[src/hw/rtl/sptc_pkg.sv]
// shared types, constants and helpers of the sensor compensation block
package sptc_pkg;

	// configuration port geometry
	localparam int ADDR_W = 6;
	localparam int DATA_W = 64;

	// pipeline geometry
	localparam int PRE_STAGES = 14;
	localparam int DIV_STEPS  = 64;

	// register indexes
	typedef enum logic [2:0] {
		REG_TEMP_OFFSET = 3'd0,
		REG_TEMP_CAL    = 3'd1,
		REG_PRES_LOW    = 3'd2,
		REG_PRES_HIGH   = 3'd3,
		REG_PRES_LAST   = 3'd4,
		REG_HUM_CAL     = 3'd5
	} reg_idx_t;

	// compensation constants
	localparam logic [32:0] TEMP_PRES_BASE = 33'd128000;
	localparam logic [12:0] PRES_SCALE     = 13'd3125;
	localparam logic [20:0] PRES_ADC_FULL  = 21'd1048576;
	localparam logic [31:0] TEMP_HUM_BASE  = 32'd76800;
	localparam logic [31:0] HUM_ROUND_X    = 32'd16384;
	localparam logic [21:0] HUM_W_BIAS     = 22'd32768;
	localparam logic [22:0] HUM_Y_BIAS     = 23'd2097152;
	localparam logic [31:0] HUM_ROUND_Y    = 32'd8192;
	localparam logic [31:0] HUM_CLAMP      = 32'd419430400;
	localparam logic [16:0] HUM_MAX        = HUM_CLAMP[28:12];
	localparam logic [31:0] PRES_P1_BIAS   = 32'h0000_8000;
	localparam logic [31:0] TEMP_ROUND     = 32'd128;
	localparam logic signed [24:0] TEMP_MAX = 25'sd32767;
	localparam logic signed [24:0] TEMP_MIN = -25'sd32768;

	typedef struct packed {
		logic [15:0] adc_humidity;
		logic [19:0] adc_temperature;
		logic [19:0] adc_pressure;
	} sample_t;

	typedef struct packed {
		logic        divisor_zero;
		logic [16:0] humidity_q22_10;
		logic [31:0] pressure_q24_8;
		logic signed [15:0] temperature_centi;
	} result_t;

	// decoded calibration coefficients
	typedef struct packed {
		logic signed [15:0] temp_offset;
		logic        [15:0] t1;
		logic signed [15:0] t2;
		logic signed [15:0] t3;
		logic        [15:0] p1;
		logic signed [15:0] p2;
		logic signed [15:0] p3;
		logic signed [15:0] p4;
		logic signed [15:0] p5;
		logic signed [15:0] p6;
		logic signed [15:0] p7;
		logic signed [15:0] p8;
		logic signed [15:0] p9;
		logic        [7:0]  h1;
		logic signed [15:0] h2;
		logic        [7:0]  h3;
		logic signed [11:0] h4;
		logic signed [11:0] h5;
		logic signed [7:0]  h6;
	} cfg_t;

	// results that ride alongside the divider
	typedef struct packed {
		logic signed [15:0] temp;
		logic        [16:0] hum;
	} side_t;

	typedef struct packed {
		logic [63:0] num;
		logic [30:0] den;
		logic        neg;
		logic        dz;
		side_t       side;
	} div_req_t;

	typedef struct packed {
		logic [63:0] quo;
		logic        neg;
		logic        dz;
		side_t       side;
	} div_rsp_t;

	// recombine a 64-bit wrapped product from its low and high partials
	function automatic logic [63:0] join64(input logic signed [48:0] lo, input logic [31:0] hi);
		join64 = {{15{lo[48]}}, lo} + {hi, 32'd0};
	endfunction

endpackage

[src/hw/rtl/sptc_regs.sv]
// apb register file holding the calibration coefficients
module sptc_regs import sptc_pkg::*; (
	input  logic              clk,
	input  logic              arst_n,
	input  logic              psel,
	input  logic              penable,
	input  logic              pwrite,
	input  logic [ADDR_W-1:0] paddr,
	input  logic [DATA_W-1:0] pwdata,
	output logic [DATA_W-1:0] prdata,
	output logic              pready,
	output cfg_t              cfg
);

	logic [15:0] offset_q;
	logic [47:0] tcal_q;
	logic [63:0] plo_q;
	logic [63:0] phi_q;
	logic [15:0] plast_q;
	logic [63:0] hcal_q;
	logic        wr;
	reg_idx_t    idx;

	assign pready = 1'b1;
	assign wr     = psel && penable && pwrite;
	assign idx    = reg_idx_t'(paddr[5:3]);

	// register writes
	always_ff @(posedge clk or negedge arst_n) begin
		if (!arst_n) begin
			offset_q <= '0;
			tcal_q   <= '0;
			plo_q    <= '0;
			phi_q    <= '0;
			plast_q  <= '0;
			hcal_q   <= '0;
		end else if (wr) begin
			case (idx)
				REG_TEMP_OFFSET: offset_q <= pwdata[15:0];
				REG_TEMP_CAL:    tcal_q   <= pwdata[47:0];
				REG_PRES_LOW:    plo_q    <= pwdata;
				REG_PRES_HIGH:   phi_q    <= pwdata;
				REG_PRES_LAST:   plast_q  <= pwdata[15:0];
				REG_HUM_CAL:     hcal_q   <= pwdata;
				default: ;
			endcase
		end
	end

	// read back
	always_comb begin
		case (idx)
			REG_TEMP_OFFSET: prdata = {48'd0, offset_q};
			REG_TEMP_CAL:    prdata = {16'd0, tcal_q};
			REG_PRES_LOW:    prdata = plo_q;
			REG_PRES_HIGH:   prdata = phi_q;
			REG_PRES_LAST:   prdata = {48'd0, plast_q};
			REG_HUM_CAL:     prdata = hcal_q;
			default:         prdata = '0;
		endcase
	end

	// coefficient unpacking
	assign cfg.temp_offset = offset_q;
	assign cfg.t1 = tcal_q[15:0];
	assign cfg.t2 = tcal_q[31:16];
	assign cfg.t3 = tcal_q[47:32];
	assign cfg.p1 = plo_q[15:0];
	assign cfg.p2 = plo_q[31:16];
	assign cfg.p3 = plo_q[47:32];
	assign cfg.p4 = plo_q[63:48];
	assign cfg.p5 = phi_q[15:0];
	assign cfg.p6 = phi_q[31:16];
	assign cfg.p7 = phi_q[47:32];
	assign cfg.p8 = phi_q[63:48];
	assign cfg.p9 = plast_q;
	assign cfg.h1 = hcal_q[7:0];
	assign cfg.h2 = hcal_q[23:8];
	assign cfg.h3 = hcal_q[31:24];
	assign cfg.h4 = hcal_q[43:32];
	assign cfg.h5 = hcal_q[55:44];
	assign cfg.h6 = hcal_q[63:56];

endmodule

[config.mk]
export PLATFORM = sky130hd
export DESIGN_NAME = sptc_regs
export DESIGN_NICKNAME = d
export VERILOG_FILES = /design/src/hw/rtl/sptc_pkg.sv /design/src/hw/rtl/sptc_regs.sv
export SDC_FILE = /design/constraint.sdc
export NUM_CORES = 1
export LEC_CHECK = 0
export BUFFER_PORTS_ARGS = -buffer_cell sky130_fd_sc_hd__buf_2
export CORE_AREA = 4 4 160 162
export DETAILED_ROUTE_END_ITERATION = 8
export DIE_AREA = 0 0 164 166
export PLACE_DENSITY = 0.91
export SLEW_MARGIN = 0
export SYNTH_ARGS = -nofsm -noshare
export SYNTH_HDL_FRONTEND = slang
export SYNTH_SLANG_ARGS = --single-unit
[constraint.sdc]
create_clock -name clk -period 3.6 [get_ports clk]
set_input_delay 0.36 -clock clk [delete_from_list [all_inputs] [get_ports clk]]
set_output_delay 0.36 -clock clk [all_outputs]
set_load 0.01 [all_outputs]
* Word level (Yosys, flattened, before mapping) *
Cells that the tools add are included.

word-level totals
  register bits after elaboration = 272
  output and inout bits = 337
  input bits = 75
  word-level logic and storage cells = 21

operators by class
  equal/unequal tests = 5
  muxes and demuxes = 1
  reduce and logical (&&, ||, !) cells = 9

operators by type and width
  kind                  number
  $pmux W64 S6          1
  $reduce_and A2 Y1     6
  $eq A3 B2 Y1 const B  2
  $eq A3 B3 Y1 const B  2
  $eq A3 B1 Y1 const B  1
  $logic_not A3 Y1      1
  $logic_and A1 B1 Y1   2

* Depth between registers and ports, before layout *
  word-level depth = 3
  depth in mapped cells = 6
  depth with buffers taken out = 3

* Least setup slack after synthesis *
OpenSTA, ideal clock, no wires.

  path type = input to output
  start point = in paddr[4]
  end point = out prdata[2]
  cell stages on the path = 5
  required time = 3.240 ns
  arrival time = 1.420 ns
  buffers on the path = 2
  slack = 1.820 ns
  cell sequence = buf_2 -> buf_4 -> mux2_2 -> a221oi_1 -> a31oi_1

on the way
  longest elaborated chain between the ends = 2
  elaborated cells on any way between the ends = 7
  classes of those cells = eq/ne (5); mux (1); reduce/logical (1)

ends and longest elaborated chain
  element                               RTL line         source
  start, declared                       sptc_regs.sv:8   input logic [ADDR_W-1:0] paddr,
  $eq A3 B3 Y1 (tied with other cells)  sptc_regs.sv:52  case (idx)
  $pmux W64 S6 (*)                      sptc_regs.sv:52
  end, declared                         sptc_regs.sv:10  output logic [DATA_W-1:0] prdata,

Mark *: on every way between the ends. The rest lies on a longest branch, timed or not.

* Worst setup path in the final report *
  start point = in paddr[4]
  end point = out prdata[9]

The elaborated chain is that of the path after synthesis.

==> results.py <==
metrics = {
    "run_status": {
        "status": "complete, no violations",
    },
    "sta": {
        "post-route-worst-setup-slack_ns": 0.915,
        "max_slew_margin_pct": 44.9,
        "tns_ns": 0,
        "worst_slew_pin_slew_ns": 0.826,
        "fin_skew_ns": 0,
        "post-route-period-util_pct": 74.6,
        "clock.fmax_mhz": 372,
        "finalHoldViolations": 0,
        "min_period_ns": 2.68,
        "slew_violations": 0,
        "rsz0062_at_grt": "false",
        "setup_violations": 0,
    },
    "route": {
        "viasPerCell": 5.72,
        "wl_um": 37300,
        "drtIter0Drc": 522,
        "ant_nets": 0,
        "wire_per_inst_um": 22.8,
        "route.detailed.drc": 0,
        "vias": 9360,
        "first_pass_iters": 5,
    },
    "power": {
        "peakVddDrop_mv": 0.462,
        "pwr_density_cell_nw_per_um2": 583,
        "p_leak_nw": 8.03,
    },
    "clock_tree": {
        "clock_latency_ns": 0.53,
        "path_clk_slew_ns": 0.06,
        "cts_resized": 0,
        "cts_tree": "done",
        "ctsHtreeMaxLevel": 1,
        "cts.path.max_buffers": 3,
        "cts_root_buf": "clkbuf_16",
        "cts_sinks": 272,
        "numCtsBuffers": 27,
    },
    "global_routing": {
        "grt_pass1_wl_um": 57700,
        "grt_pass1_vias": 10100,
        "overflow": 0,
        "antenna_found_initial": 6,
        "grt_start_max_net_pins": 104,
        "grtUsageTotal_pct": 26.8,
    },
    "finish": {
        "fin_nets": 1364,
        "layout-drive-gt1-share_pct": 48.1,
        "layout_common_cells": "buf_2, dfrtp_1, mux2_2, mux2_1, nand2_1",
        "n_fill_cell": 1750,
        "fin_util_pct": 64.4,
        "ff_latch_area_um2": 6810,
        "multi_input_area_um2": 5110,
        "syn2layout_area_growth_pct": 25.7,
        "final_common_cell": "buf_2",
    },
    "worst_setup_path": {
        "end_kind": "output pin",
        "crit_family": "buffers and inverters",
        "cp_max_fo": 45,
        "criticalPathCategory": "input port to output pin",
        "start_kind": "input port",
        "crit_buf_inv": 3,
        "cp_slowest_stage_delay_ns": 0.71,
        "cp.arrival_ns": 2.32,
        "cpMostUsedCell": "buf_4",
        "crit_required_ns": 3.24,
        "critPathSlowestCell": "buf_4",
        "crit_chain": "buf_4, buf_4, mux2_2, a221oi_1, a31oi_1, buf_2",
    },
    "floorplanning": {
        "start_util_pct": 51.2,
        "die_area_um2": 27200,
        "coreArea_um2": 24100,
        "rows": 57,
        "dieHeight_um": 166,
        "io-pin-count": 412,
        "chipWidth_um": 164,
    },
    "placement": {
        "dp_worst_setup_slack_ns": 0.947,
        "place.detailed.hpwl_um": 25700,
        "port_buffers": 407,
        "finalWeightedCongestion": 0.875,
    },
    "yosys": {
        "yosysUniqueCellTypes": 32,
        "syn_nets": 963,
        "yosys_warnings": 0,
        "ys_ff_latch": 272,
        "yosysSeqAreaShare_pct": 55.1,
        "synth_area_um2": 12300,
        "postSynthAreaPerCell_um2": 13.9,
        "syn_inst": 888,
    },
    "job": {
        "cap_violations": 0,
    },
    "min_path": {
        "hold_class": "input port to register",
    },
}
==> kinds of logic after synthesis <==
logic type / after synthesis / synth area share [%]
muxes: 358 / 32.0
AOI/OAI and AO/OA: 77 / 4.77
DFF: 272 / 55.1
and+or+nand+nor: 117 / 4.55
buffers and inverters: 63 / 3.55
other: 1 / 0.0304
==> path summary, 6_finish.rpt <==
kind	start	endpoint	slack, ns	depth (start not counted)
max reg2reg	phi_q[48]	phi_q[48]	2.73	1
max in group asynchronous	arst_n	phi_q[41]	2.24	3
min	pwdata[52]	phi_q[52]	0.07	2
min reg2reg	phi_q[55]	phi_q[55]	0.51	1
max	paddr[4]	prdata[9]	0.92	6
min in group asynchronous	arst_n	hcal_q[32]	0.48	2
==> cell type report <==
cell class / count / share of cell area, %
diodes: 5 / 0.0806
clock buffers: 41 / 5.01
clock inverters: 7 / 0.411
inverters: 2 / 0.0484
multi-input cells: 553 / 32.9
flip-flops and latches: 272 / 43.8
well taps: 324 / 2.61
repair buffers: 433 / 15.0
==> through the flow <==
step | hold WS [ns] | std cells | area [µm²] | total power [W]
after floorplan | 0.0644 | 888 | 12300 | 0.00520
after global placement | 0.469 | 1583 | 14700 | 0.00627
after detailed placement | 0.471 | 1583 | 14700 | 0.00639
after CTS | 0.0533 | 1632 | 15500 | 0.00911
after global routing | 0.0628 | 1637 | 15500 | 0.00950
final | 0.0739 | 1637 | 15500 | 0.00905
==> synthesized netlist by cell type, drive strengths merged <==
cell type	instances	area (µm²)
inv	2	7.51
clkbuf	13	52.6
nand4	1	21.3
buf	48	378
and3b	1	8.76
nor2b	3	18.8
nand2	100	375
o221ai	38	333
a221oi	7	61.3
dfrtp	272	6810
conb	1	3.75
mux2i	66	661
nor3	2	26.3
o21ai	19	95.1
a31oi	7	43.8
a32oi	3	26.3
nand3	1	5.00
nand4b	1	23.8
nand2b	3	21.3
nor2	5	61.3
mux2	292	3290
o32a	3	30.0
==> what timing repair did <==
action,4_1_cts,5_1_grt
hold endpoints to repair,99,0
buffers inserted,0,0
setup endpoints to repair,0,0
hold buffers,1,0
==> registers in the layout (all words and copies together) (netlist names) <==
register,cells
hcal_q,64
offset_q,16
phi_q,64
plast_q,16
plo_q,64
tcal_q,48
==> layer usage <==
| layer | GRT usage, % | vias to the layer above | part of all wire (%) |
|---|---|---|---|
| li1 | - | 4052 | - |
| met1 | 31.8 | 4724 | 37 |
| met2 | 46.7 | 480 | 50 |
| met3 | 6.45 | 102 | 8.4 |
| met4 | 10.6 | 2 | 3.9 |
| met5 | 0 | - | 0.029 |
==> power breakdown <==
group | switching (W) | internal, W
clock | 0.00114 | 0.00156
sequential | 0.000489 | 0.00366
combinational | 0.00117 | 0.00104
Power figures use the tool's default switching activity.
